`config.mk`:
```
export PLATFORM = sky130hd
export DESIGN_NAME = text_line_formatter_caret_top
export DESIGN_NICKNAME = d
export VERILOG_FILES = /design/src/sv/tlfc_pkg.sv /design/src/sv/tlfc_front.sv /design/src/sv/tlfc_queue.sv /design/src/sv/tlfc_back.sv /design/src/sv/text_line_formatter_caret_top.sv
export SDC_FILE = /design/constraint.sdc
export NUM_CORES = 1
export LEC_CHECK = 0
export BUFFER_PORTS_ARGS = -buffer_cell sky130_fd_sc_hd__buf_2
export CAP_MARGIN = 20
export CORE_ASPECT_RATIO = 2
export CORE_UTILIZATION = 60
export CTS_CLUSTER_DIAMETER = 40
export CTS_CLUSTER_SIZE = 25
export DETAILED_ROUTE_END_ITERATION = 10
export PLACE_DENSITY = 0.77
export SLEW_MARGIN = 20
export SYNTH_ARGS = -nofsm -noshare
export SYNTH_HDL_FRONTEND = slang
export SYNTH_HIERARCHICAL = 1
export SYNTH_SLANG_ARGS = --single-unit
export TNS_END_PERCENT = 5
```
`constraint.sdc`:
```
create_clock -name clk -period 6.05 [get_ports clk]
set_input_delay 0.605 -clock clk [delete_from_list [all_inputs] [get_ports clk]]
set_output_delay 0.605 -clock clk [all_outputs]
set_load 0.02 [all_outputs]
```
`src/sv/tlfc_pkg.sv`:
```
// Shared types, constants and rendering functions of the text line formatter.
package tlfc_pkg;

    localparam int NUMBER_DIGITS = 6;
    localparam int DIGIT_W       = 4;
    localparam int NUM_W         = NUMBER_DIGITS * DIGIT_W;

    localparam int BODY_MAX   = 4;
    localparam int BODY_IDX_W = $clog2(BODY_MAX);
    localparam int BODY_CNT_W = $clog2(BODY_MAX + 1);

    localparam int SEQ_IDX_W  = $clog2(NUMBER_DIGITS + BODY_MAX + 2);

    localparam int QDEPTH   = 4;
    localparam int QPTR_W   = $clog2(QDEPTH);
    localparam int QCOUNT_W = $clog2(QDEPTH + 1);

    localparam int CFG_IDX_W = 3;

    typedef enum logic [CFG_IDX_W-1:0] {
        CFG_SHOW_NONPRINTING = 3'd0,
        CFG_SHOW_ENDS        = 3'd1,
        CFG_SHOW_TABS        = 3'd2,
        CFG_NUMBER_ALL       = 3'd3,
        CFG_NUMBER_NONBLANK  = 3'd4,
        CFG_SQUEEZE_BLANK    = 3'd5
    } cfg_idx_t;

    localparam logic [7:0] CH_TAB    = 8'h09;
    localparam logic [7:0] CH_LF     = 8'h0A;
    localparam logic [7:0] CH_SPACE  = 8'h20;
    localparam logic [7:0] CH_DOLLAR = 8'h24;
    localparam logic [7:0] CH_DASH   = 8'h2D;
    localparam logic [7:0] CH_ZERO   = 8'h30;
    localparam logic [7:0] CH_QMARK  = 8'h3F;
    localparam logic [7:0] CH_UPPER_I = 8'h49;
    localparam logic [7:0] CH_UPPER_M = 8'h4D;
    localparam logic [7:0] CH_CARET  = 8'h5E;
    localparam logic [7:0] CH_DEL    = 8'h7F;

    localparam logic [1:0] BLANK_RUN_MAX = 2'd2;

    typedef struct packed {
        logic show_nonprinting;
        logic show_ends;
        logic show_tabs;
        logic number_all;
        logic number_nonblank;
        logic squeeze_blank;
    } cfg_t;

    // One queued line-level job: optional number prefix, then one rendered body.
    typedef struct packed {
        logic             has_num;
        logic [NUM_W-1:0] num;
        logic             line_end;
        logic [7:0]       data;
    } job_t;

    typedef struct packed {
        logic [BODY_MAX-1:0][7:0] bytes;
        logic [BODY_CNT_W-1:0]    cnt;
    } body_t;

    // Decimal counter increment in BCD, holding at all nines.
    function automatic logic [NUM_W-1:0] bcd_inc(input logic [NUM_W-1:0] v);
        logic [NUM_W-1:0]   r;
        logic               carry;
        logic               all_nine;
        logic [DIGIT_W-1:0] d;
        r        = v;
        carry    = 1'b1;
        all_nine = 1'b1;
        for (int i = 0; i < NUMBER_DIGITS; i++) begin
            if (v[i*DIGIT_W +: DIGIT_W] != DIGIT_W'(9)) begin
                all_nine = 1'b0;
            end
        end
        if (!all_nine) begin
            for (int i = 0; i < NUMBER_DIGITS; i++) begin
                d = r[i*DIGIT_W +: DIGIT_W];
                if (carry) begin
                    if (d == DIGIT_W'(9)) begin
                        r[i*DIGIT_W +: DIGIT_W] = '0;
                    end else begin
                        r[i*DIGIT_W +: DIGIT_W] = d + DIGIT_W'(1);
                        carry = 1'b0;
                    end
                end
            end
        end
        return r;
    endfunction

    // Expands one body byte (or a line end) into its display sequence.
    function automatic body_t render(input logic line_end, input logic [7:0] b,
                                     input cfg_t cfg);
        body_t                 r;
        logic [7:0]            lo;
        logic [7:0]            t0;
        logic [7:0]            t1;
        logic [BODY_CNT_W-1:0] tn;
        r  = '0;
        lo = {1'b0, b[6:0]};
        t0 = lo;
        t1 = '0;
        tn = BODY_CNT_W'(1);
        if (lo < 8'd32) begin
            t0 = CH_CARET;
            t1 = lo + 8'd64;
            tn = BODY_CNT_W'(2);
        end else if (lo == CH_DEL) begin
            t0 = CH_CARET;
            t1 = CH_QMARK;
            tn = BODY_CNT_W'(2);
        end
        priority if (line_end) begin
            if (cfg.show_ends) begin
                r.bytes[0] = CH_DOLLAR;
                r.bytes[1] = CH_LF;
                r.cnt      = BODY_CNT_W'(2);
            end else begin
                r.bytes[0] = CH_LF;
                r.cnt      = BODY_CNT_W'(1);
            end
        end else if (cfg.show_tabs && b == CH_TAB) begin
            r.bytes[0] = CH_CARET;
            r.bytes[1] = CH_UPPER_I;
            r.cnt      = BODY_CNT_W'(2);
        end else if (!cfg.show_nonprinting || b == CH_TAB) begin
            r.bytes[0] = b;
            r.cnt      = BODY_CNT_W'(1);
        end else if (b[7]) begin
            r.bytes[0] = CH_UPPER_M;
            r.bytes[1] = CH_DASH;
            r.bytes[2] = t0;
            r.bytes[3] = t1;
            r.cnt      = BODY_CNT_W'(2) + tn;
        end else begin
            r.bytes[0] = t0;
            r.bytes[1] = t1;
            r.cnt      = tn;
        end
        return r;
    endfunction

endpackage

```
`src/sv/tlfc_front.sv`:
```
// Front end: configuration registers, line state, counters and job classification.
module tlfc_front (
    input  logic                             clk,
    input  logic                             rst_n,
    input  logic                             cfg_we,
    input  logic [tlfc_pkg::CFG_IDX_W-1:0]   cfg_index,
    input  logic                             cfg_data,
    input  logic                             accept,
    input  logic                             req_type,
    input  logic [7:0]                       data_byte,
    output logic                             job_valid,
    output tlfc_pkg::job_t                   job,
    output tlfc_pkg::cfg_t                   cfg
);

    tlfc_pkg::cfg_t                  cfg_reg;
    logic                            at_ls_reg, at_ls_next;
    logic [tlfc_pkg::NUM_W-1:0]      cnt_all_reg, cnt_all_next;
    logic [tlfc_pkg::NUM_W-1:0]      cnt_nb_reg, cnt_nb_next;
    logic [1:0]                      blank_run_reg, blank_run_next;
    logic                            blank;

    assign cfg = cfg_reg;

    always_comb begin
        job            = '0;
        job_valid      = 1'b0;
        at_ls_next     = at_ls_reg;
        cnt_all_next   = cnt_all_reg;
        cnt_nb_next    = cnt_nb_reg;
        blank_run_next = blank_run_reg;
        blank          = (data_byte == tlfc_pkg::CH_LF);
        if (accept) begin
            priority if (req_type) begin
                // End of file closes an open line and restarts numbering.
                job.line_end = 1'b1;
                job_valid    = !at_ls_reg;
                at_ls_next   = 1'b1;
                cnt_all_next = tlfc_pkg::NUM_W'(1);
                cnt_nb_next  = tlfc_pkg::NUM_W'(1);
            end else if (at_ls_reg) begin
                if (cfg_reg.squeeze_blank) begin
                    if (!blank) begin
                        blank_run_next = '0;
                    end else if (blank_run_reg < tlfc_pkg::BLANK_RUN_MAX) begin
                        blank_run_next = blank_run_reg + 2'd1;
                    end
                end
                if (!(cfg_reg.squeeze_blank && blank_run_next == tlfc_pkg::BLANK_RUN_MAX)) begin
                    job_valid    = 1'b1;
                    job.line_end = blank;
                    job.data     = data_byte;
                    if (cfg_reg.number_nonblank) begin
                        if (!blank) begin
                            job.has_num = 1'b1;
                            job.num     = cnt_nb_reg;
                            cnt_nb_next = tlfc_pkg::bcd_inc(cnt_nb_reg);
                        end
                    end else if (cfg_reg.number_all) begin
                        job.has_num  = 1'b1;
                        job.num      = cnt_all_reg;
                        cnt_all_next = tlfc_pkg::bcd_inc(cnt_all_reg);
                    end
                    if (!blank) begin
                        at_ls_next = 1'b0;
                    end
                end
            end else begin
                job_valid    = 1'b1;
                job.line_end = blank;
                job.data     = data_byte;
                at_ls_next   = blank;
            end
        end
    end

    always_ff @(posedge clk or negedge rst_n) begin
        if (!rst_n) begin
            cfg_reg       <= '0;
            at_ls_reg     <= 1'b1;
            cnt_all_reg   <= tlfc_pkg::NUM_W'(1);
            cnt_nb_reg    <= tlfc_pkg::NUM_W'(1);
            blank_run_reg <= '0;
        end else begin
            at_ls_reg     <= at_ls_next;
            cnt_all_reg   <= cnt_all_next;
            cnt_nb_reg    <= cnt_nb_next;
            blank_run_reg <= blank_run_next;
            if (cfg_we) begin
                unique case (cfg_index)
                    tlfc_pkg::CFG_SHOW_NONPRINTING: cfg_reg.show_nonprinting <= cfg_data;
                    tlfc_pkg::CFG_SHOW_ENDS:        cfg_reg.show_ends        <= cfg_data;
                    tlfc_pkg::CFG_SHOW_TABS:        cfg_reg.show_tabs        <= cfg_data;
                    tlfc_pkg::CFG_NUMBER_ALL:       cfg_reg.number_all       <= cfg_data;
                    tlfc_pkg::CFG_NUMBER_NONBLANK:  cfg_reg.number_nonblank  <= cfg_data;
                    tlfc_pkg::CFG_SQUEEZE_BLANK:    cfg_reg.squeeze_blank    <= cfg_data;
                    default: ;
                endcase
            end
        end
    end

endmodule

```
`src/sv/tlfc_queue.sv`:
```
// Small job queue between the front end and the byte emitter.
module tlfc_queue (
    input  logic           clk,
    input  logic           rst_n,
    input  logic           push,
    input  tlfc_pkg::job_t push_job,
    input  logic           pop,
    output tlfc_pkg::job_t head,
    output logic           empty,
    output logic           full
);

    tlfc_pkg::job_t                    slots [tlfc_pkg::QDEPTH];
    logic [tlfc_pkg::QPTR_W-1:0]       wr_ptr_reg;
    logic [tlfc_pkg::QPTR_W-1:0]       rd_ptr_reg;
    logic [tlfc_pkg::QCOUNT_W-1:0]     count_reg;
    logic                              do_push;
    logic                              do_pop;

    assign empty   = (count_reg == '0);
    assign full    = (count_reg == tlfc_pkg::QCOUNT_W'(tlfc_pkg::QDEPTH));
    assign do_push = push && !full;
    assign do_pop  = pop && !empty;
    assign head    = slots[rd_ptr_reg];

    always_ff @(posedge clk) begin
        if (do_push) begin
            slots[wr_ptr_reg] <= push_job;
        end
    end

    always_ff @(posedge clk or negedge rst_n) begin
        if (!rst_n) begin
            wr_ptr_reg <= '0;
            rd_ptr_reg <= '0;
            count_reg  <= '0;
        end else begin
            if (do_push) begin
                wr_ptr_reg <= wr_ptr_reg + tlfc_pkg::QPTR_W'(1);
            end
            if (do_pop) begin
                rd_ptr_reg <= rd_ptr_reg + tlfc_pkg::QPTR_W'(1);
            end
            if (do_push && !do_pop) begin
                count_reg <= count_reg + tlfc_pkg::QCOUNT_W'(1);
            end else if (do_pop && !do_push) begin
                count_reg <= count_reg - tlfc_pkg::QCOUNT_W'(1);
            end
        end
    end

endmodule

```
`src/sv/tlfc_back.sv`:
```
// Back end: walks one job byte by byte into the output register.
module tlfc_back (
    input  logic           clk,
    input  logic           rst_n,
    input  tlfc_pkg::cfg_t cfg,
    input  tlfc_pkg::job_t head,
    input  logic           head_empty,
    output logic           head_pop,
    output logic           empty,
    input  logic           pop,
    output logic [7:0]     out_byte,
    output logic           last
);

    logic [tlfc_pkg::SEQ_IDX_W-1:0]  idx_reg;
    logic [7:0]                      out_byte_reg;
    logic                            out_last_reg;
    logic                            out_valid_reg;

    tlfc_pkg::body_t                 body;
    logic [tlfc_pkg::SEQ_IDX_W-1:0]  pre;
    logic [tlfc_pkg::SEQ_IDX_W-1:0]  total;
    logic [tlfc_pkg::SEQ_IDX_W-1:0]  body_pos;
    logic [tlfc_pkg::DIGIT_W-1:0]    digit;
    logic                            seen;
    logic                            adv;
    logic                            emit;
    logic                            is_last;
    logic [7:0]                      cur_byte;

    assign empty    = !out_valid_reg;
    assign out_byte = out_byte_reg;
    assign last     = out_last_reg;

    always_comb begin
        body     = tlfc_pkg::render(head.line_end, head.data, cfg);
        pre      = head.has_num ? tlfc_pkg::SEQ_IDX_W'(tlfc_pkg::NUMBER_DIGITS + 1) : '0;
        total    = pre + tlfc_pkg::SEQ_IDX_W'(body.cnt);
        body_pos = idx_reg - pre;
        is_last  = (idx_reg == total - tlfc_pkg::SEQ_IDX_W'(1));
        adv      = !out_valid_reg || pop;
        emit     = !head_empty && adv;
        head_pop = emit && is_last;
        seen     = 1'b0;
        digit    = '0;
        cur_byte = body.bytes[body_pos[tlfc_pkg::BODY_IDX_W-1:0]];
        if (head.has_num && idx_reg == tlfc_pkg::SEQ_IDX_W'(tlfc_pkg::NUMBER_DIGITS)) begin
            cur_byte = tlfc_pkg::CH_TAB;
        end
        // Digit 0 is the most significant; leading zeros become spaces.
        for (int i = 0; i < tlfc_pkg::NUMBER_DIGITS; i++) begin
            digit = head.num[tlfc_pkg::NUM_W - 1 - i*tlfc_pkg::DIGIT_W -: tlfc_pkg::DIGIT_W];
            seen  = seen || (digit != '0);
            if (head.has_num && idx_reg == tlfc_pkg::SEQ_IDX_W'(i)) begin
                if (seen || i == tlfc_pkg::NUMBER_DIGITS - 1) begin
                    cur_byte = tlfc_pkg::CH_ZERO + 8'(digit);
                end else begin
                    cur_byte = tlfc_pkg::CH_SPACE;
                end
            end
        end
    end

    always_ff @(posedge clk) begin
        if (emit) begin
            out_byte_reg <= cur_byte;
            out_last_reg <= is_last;
        end
    end

    always_ff @(posedge clk or negedge rst_n) begin
        if (!rst_n) begin
            idx_reg       <= '0;
            out_valid_reg <= 1'b0;
        end else begin
            if (emit) begin
                out_valid_reg <= 1'b1;
                idx_reg       <= is_last ? '0 : idx_reg + tlfc_pkg::SEQ_IDX_W'(1);
            end else if (pop) begin
                out_valid_reg <= 1'b0;
            end
        end
    end

endmodule

```
`src/sv/text_line_formatter_caret_top.sv`:
```
// Top level of the streaming text line formatter with caret notation.
//
//   Channel   Handshake            Payload
//   --------  -------------------  ------------------------------
//   input     push / full          req_type, data_byte
//   result    pop / empty          out_byte, last
//   config    cfg_valid/cfg_ready  cfg_index, cfg_data
//
// An item's words, none up to eleven (six number digits, a tab and four body
// bytes), leave the emitter at one per cycle while the result side keeps popping.
// With the path idle, an accepted word goes into the job queue, then is rendered
// into the output register, from which it shows on the result ports. Reset clears
// the options and sets both line counters and the line-start flag, with no
// clearing pass. A result-side stall backs up into the four-entry job queue.
module text_line_formatter_caret_top (
    input  logic                            clk,
    input  logic                            rst_n,
    // Input words.
    input  logic                            push,
    output logic                            full,
    input  logic                            req_type,
    input  logic [7:0]                      data_byte,
    // Result words.
    output logic                            empty,
    input  logic                            pop,
    output logic [7:0]                      out_byte,
    output logic                            last,
    // Configuration writes.
    input  logic                            cfg_valid,
    output logic                            cfg_ready,
    input  logic [tlfc_pkg::CFG_IDX_W-1:0]  cfg_index,
    input  logic                            cfg_data
);

    tlfc_pkg::cfg_t cfg;
    tlfc_pkg::job_t job;
    tlfc_pkg::job_t head;
    logic           job_valid;
    logic           head_empty;
    logic           head_pop;
    logic           accept;

    // Always ready; the user must change options only while idle; this is not enforced.
    assign cfg_ready = 1'b1;

    // An input word is taken whenever the job queue has room, even while the
    // output register still holds a word nobody has popped.
    assign accept = push && !full;

    // The front end classifies each word and updates the line state in the
    // cycle it is accepted, producing at most one job.
    tlfc_front u_front (
        .clk       (clk),
        .rst_n     (rst_n),
        .cfg_we    (cfg_valid && cfg_ready),
        .cfg_index (cfg_index),
        .cfg_data  (cfg_data),
        .accept    (accept),
        .req_type  (req_type),
        .data_byte (data_byte),
        .job_valid (job_valid),
        .job       (job),
        .cfg       (cfg)
    );

    // Jobs wait here so the front end keeps taking words while the emitter
    // is busy with a long prefix.
    tlfc_queue u_queue (
        .clk      (clk),
        .rst_n    (rst_n),
        .push     (job_valid),
        .push_job (job),
        .pop      (head_pop),
        .head     (head),
        .empty    (head_empty),
        .full     (full)
    );

    // The emitter renders the head job one word per cycle while the result side
    // keeps popping, and releases it after its final word.
    tlfc_back u_back (
        .clk        (clk),
        .rst_n      (rst_n),
        .cfg        (cfg),
        .head       (head),
        .head_empty (head_empty),
        .head_pop   (head_pop),
        .empty      (empty),
        .pop        (pop),
        .out_byte   (out_byte),
        .last       (last)
    );

endmodule

```
# After elaboration in Yosys (flattened, before gate mapping)

Memories as Yosys holds them, arrays and structs flattened.
Cells that the tools add are included.

Flip-flop bits (word level): 78
Latch bits: 0
Bits in writable memories: 136
Bits in read-only memories: 0
Input port bits: 18
Output and inout port bits: 12
Logic and storage cells: 386
Memories: 1

Memory list:

| memory        | words | bits a word | read ports | clocked after Yosys merged registers in | wr ports | line             | source |
|---|---|---|---|---|---|---|---|
| u_queue.slots | 4     | 34          | 1          | 0                                       | 1        | tlfc_queue.sv:13 | `tlfc_pkg::job_t slots [tlfc_pkg::QDEPTH];` |

Add/sub/neg operators: 29
$mul: 0
Divide/modulo/power cells: 0
Magnitude comparators: 3
Equal/unequal tests: 46
Shift-type cells: 0
Multiplexer cells: 208
Bitwise operators: 1
Reductions and logical operators: 71

Operator list:

| kind                                                | count |
|---|---|
| two-way mux 24 bit                                  | 13 |
| two-way mux 1 bit                                   | 125 |
| two-way mux 25 bit                                  | 5 |
| two-way mux 8 bit                                   | 15 |
| two-way mux 4 bit                                   | 24 |
| AND reduction 7 bit                                 | 10 |
| two-way mux 34 bit                                  | 2 |
| two-way mux 19 bit                                  | 3 |
| adder 4 x 1 -> 4 bit, second input constant         | 13 |
| equality test 4 bit, second input constant          | 12 |
| two-way mux 16 bit                                  | 3 |
| inequality test 4 bit, second input constant        | 12 |
| adder 6 x 4 -> 7 bit, first input constant          | 6 |
| nonzero test 2 bit                                  | 15 |
| nonzero test 4 bit                                  | 5 |
| two-way mux 9 bit                                   | 2 |
| binary-select mux 8 bit (select 2 bit)              | 1 |
| equality test 8 x 4 -> 1 bit, second input constant | 2 |
| logical AND 1 bit                                   | 16 |
| two-way mux 2 bit                                   | 8 |
| two-way mux 7 bit                                   | 2 |
| equality test 4 x 3 -> 1 bit, second input constant | 3 |
| AND reduction 2 bit                                 | 6 |
| AND reduction 6 bit                                 | 2 |
| 29 further kinds                                    | 53 |

# Logic depth before layout (Yosys ltp)

Depth in word-level cells: 59
Gate-level depth with buffers: 27
Gate-level depth less buffers: 23

# By module

The synthesis kept the hierarchy.

Modules (own cells, without submodules):

| module                        | times used | cells each | area each (um^2) | sequential area each (um^2) |
|---|---|---|---|---|
| tlfc_queue                    | 1          | 214        | 5388.9           | 4259.1 |
| tlfc_front                    | 1          | 468        | 4020.1           | 1430.1 |
| tlfc_back                     | 1          | 269        | 1983.2           | 395.4 |
| text_line_formatter_caret_top | 1          | 3          | 25.0             | 0.0 |

# Worst setup path before layout

No wires, ideal clock.

Path type: register -> register
Start point: register u_queue/rd_ptr_reg[0] (netlist bit)
End point: register u_queue/count_reg[1] (netlist bit)
Library setup time: 0.125 ns
Arrival time: 4.789 ns
Slack: 1.137 ns
Cell stages (with the launch flop): 25
Clock period less this slack: 4.913 ns
Cell sequence: dfrtp_1 -> buf_6 -> buf_12 -> mux4_2 -> or2_2 -> o21ai_1 -> ha_1 -> nand2_1 -> nand2_1 -> nand2_1 -> ha_1 -> inv_1 -> ha_1 -> inv_1 -> fa_1 -> xnor2_1 -> xnor2_1 -> and4_1 -> clkbuf_1 -> and2_1 -> nand2_1 -> ha_1 -> inv_1 -> fa_1 -> mux2_2

RTL lines:

| what                   | line             | source |
|---|---|---|
| start, declared        | tlfc_queue.sv:15 | `logic [tlfc_pkg::QPTR_W-1:0] rd_ptr_reg;` |
| start signal, assigned | tlfc_queue.sv:42 | `rd_ptr_reg <= rd_ptr_reg + tlfc_pkg::QPTR_W'(1);` |
| end signal, assigned   | tlfc_queue.sv:45 | `count_reg <= count_reg + tlfc_pkg::QCOUNT_W'(1);` |
| end signal, assigned   | tlfc_queue.sv:47 | `count_reg <= count_reg - tlfc_pkg::QCOUNT_W'(1);` |
| end, declared          | tlfc_queue.sv:16 | `logic [tlfc_pkg::QCOUNT_W-1:0] count_reg;` |

==> results.sh <==
export IMPL_status="finished, final reports clean"
export IMPL_peakVddDrop_mv=0.288
export IMPL_grt_busiest_layer="met2"
export IMPL_min_period_ns=5.19
export IMPL_clk_path_buf_depth=3
export IMPL_required_ns=6.45
export IMPL_synthTopCellsByArea="edfxtp_1 (38%), dfrtp_1 (14%), mux4_2 (5.5%)"
export IMPL_cts_tree="done"
export IMPL_slew_headroom_pct=46.7
export IMPL_antenna_left=0
export IMPL_fin_setup_tns_ns=0
export IMPL_setup_viol=0
export IMPL_max_freq_ghz=0.193
export IMPL_groute_layer_met1_usage_pct=31.1
export IMPL_drt_iter0_drc=430
export IMPL_gr_usage_all_layers_pct=28.7
export IMPL_synth_top_area_share_pct=38.1
export IMPL_ios=30
export IMPL_synth_fp_nets=1010
export IMPL_power_w=0.00577
export IMPL_wirelength_um=26700
export IMPL_port_buffers=28
export IMPL_p_per_area_nw_per_um2=465
export IMPL_p_leak_nw=4.68
export IMPL_netlist_area_um2=11400
export IMPL_rsz0062_at_grt="no"
export IMPL_antenna_found_initial=0
export IMPL_gp_congestion=0.948
export IMPL_cts_root_buffer="clkbuf_16"
export IMPL_final_common_cell="edfxtp_1"
export IMPL_drcViolationCount=0
export IMPL_clkTransAtPathRegs_ns=0.08
export IMPL_met2_usage_pct=53.0
export IMPL_largest_reg_flops=136
export IMPL_crit_fanout=17
export IMPL_final_nets=1029
export IMPL_start_kind="register"
export IMPL_worstSkewPairLatency_ns=0.51
export IMPL_hp_class="in2reg"
export IMPL_crit_type="reg2reg"
export IMPL_synth_ff_type="edfxtp_1"
export IMPL_min_from="pop"
export IMPL_die_area_um2=19600
export IMPL_rows=71
export IMPL_die_h_um=197
export IMPL_worstSetupEndpointType="register"
export IMPL_grt_use_met3_pct=2.90
export IMPL_worst_slew_pin_slew_ns=0.796
export IMPL_coreArea_um2=18700
export IMPL_dr_pass1_iters=5
export IMPL_grt_max_degree=60
export IMPL_ys_seq_elements=214
export IMPL_synth_enable_flop_cells=145
export IMPL_grt_pass1_vias=8001
export IMPL_start_util_pct=60.9
export IMPL_die_w_um=99.5
export IMPL_clkSinkCount=214
export IMPL_final_cell_mix="edfxtp_1 (145), nand2_1 (76), nor2_1 (72), dfrtp_1 (65), o21ai_0 (54)"
export IMPL_area_delta_synth_final_pct=8.79
export IMPL_cts_max_level=1
export IMPL_synth_largest_area_cell="edfxtp_1"
export IMPL_antennaDiodeCount=0
export IMPL_dp_hpwl_um=19200
export IMPL_synth_async_sr_flop_share_pct=32.2
export IMPL_via_count=7891
export IMPL_wl_per_cell_um=21.5
export IMPL_critical_path_startpoint="u_queue/rd_ptr_reg[1]$_DFFE_PN0P_"
export IMPL_timing_final_crit_share_pct=85.8
export IMPL_critPathMaxStageDelay_ns=0.78
export IMPL_drive_gt1_share_pct=14.3
export IMPL_seq_area_frac_synth_pct=53.3
export IMPL_synth_avg_cell_area_um2=12.0
export IMPL_ys_warn_count=6
export IMPL_fin_skew_ns=0.0195
export IMPL_ys_types=89
export IMPL_drv_cap=0
export IMPL_crit_slowest_cell="dfrtp_1"
export IMPL_crit_chain="mux4_2 > or2_2 > o21ai_1 > ha_1 > nand2_1 > nand2_1 > nand2_1 > ha_1 > inv_1 > ha_1 > inv_1 > fa_1 > xnor2_1 > xnor2_1 > and4_1 > and2_1 > nand2_1 > ha_1 > inv_1 > fa_1 > mux2_2"
export IMPL_viasPerCell=6.36
export IMPL_grt_overflow_total=0
export IMPL_rr_startpoint="u_queue/rd_ptr_reg[1]$_DFFE_PN0P_"
export IMPL_finalHoldViolations=0
export IMPL_syn_inst=954
export IMPL_cp_arrival_ns=5.58
export IMPL_cts_buffers=19
export IMPL_grt_pass1_wl_um=42600
export IMPL_finalMaxSlewViolations=0
## logic make-up (layout without fill, tap and decap cells)
group	count (synthesis)	count (layout)	share of synthesized area, %
compound gates	196	196	11.3
xor+xnor	16	16	1.36
fa+ha+maj	39	39	4.38
buf+inv	86	117	3.59
flops	214	214	53.3
mux	70	70	10.2
other cells	1	1	0.0328
simple gates	332	332	15.8
## worst max-delay path: cells and delay by family, from the launching register on
kind | cells | cell delay (ns)
buffers and inverters | 3 | 0.18
xor gates and xnor gates | 2 | 0.32
DFF | 1 | 0.78
adders and majority gates | 6 | 1.67
muxes | 2 | 0.75
AOI/OAI and AO/OA | 1 | 0.24
and+or+nand+nor | 7 | 1.15
## worst paths after layout
check / slack (ns) / cells after the start / end
max: 0.86 / 21 / u_queue/count_reg[1]$_DFFE_PN0P_
min: 0.37 / 3 / u_back/out_valid_reg$_DFFE_PN0P_
max reg2reg: 0.86 / 21 / u_queue/count_reg[1]$_DFFE_PN0P_
min reg2reg: 0.49 / 1 / u_queue/count_reg[2]$_DFFE_PN0P_
max in group asynchronous: 4.54 / 3 / u_front/cfg[5]$_DFFE_PN0P_
min in group asynchronous: 0.48 / 2 / u_queue/count_reg[1]$_DFFE_PN0P_
## metrics by stage
stage / util, % / area (um^2) / hold slack (ns) / worst slack, ns / cells
finish: 66.3 / 12400 / 0.368 / 0.861 / 1240
detailed placement: 62.6 / 11700 / 0.462 / 0.857 / 1206
global placement: 62.6 / 11700 / 0.461 / 0.908 / 1206
CTS: 66.2 / 12400 / 0.356 / 0.861 / 1240
floorplan: - / 11400 / 0.309 / 1.14 / 954
global route: 66.3 / 12400 / 0.361 / 0.505 / 1240
## repair_timing
item	4_1_cts	5_1_grt
gates resized for setup	0	0
setup buffers	0	0
endpoints found under the hold margin	10	0
hold buffers	1	0
## final cells by class
type	instances	area, um^2
Fill cell	1408	6320
Sequential cell	214	6090
Multi-Input combinational cell	654	4930
Clock buffer	20	489
Tap cell	255	319
Timing Repair Buffer	44	265
Clock inverter	13	185
Inverter	40	150
## cell usage after synthesis, types with 10 or more instances
cell / instances
a21oi_1: 40
a31oi_1: 15
and2_1: 12
and3_1: 16
buf_2: 12
clkbuf_1: 26
dfrtp_1: 66
edfxtp_1: 145
ha_1: 36
inv_1: 38
mux2_2: 10
mux2i_1: 25
mux4_2: 28
nand2_1: 76
nand3_1: 36
nand3b_1: 11
nor2_1: 72
nor2b_1: 15
nor3_1: 17
o21ai_0: 54
o31ai_1: 11
o41ai_1: 11
xnor2_1: 10
## metal layers
layer | share of wire, % | vias up
met1 | 36 | 3905
met2 | 55 | 221
met4 | 5.9 | 0
met5 | 0 | -
met3 | 3.2 | 92
li1 | - | 3673
## report_power, final
group / switching [W] / internal [W]
Clock: 0.000622 / 0.000643
Combinational: 0.00141 / 0.000933
Sequential: 0.000252 / 0.00191
Total: 0.00229 / 0.00348
(Power assumes the default switching activity.)
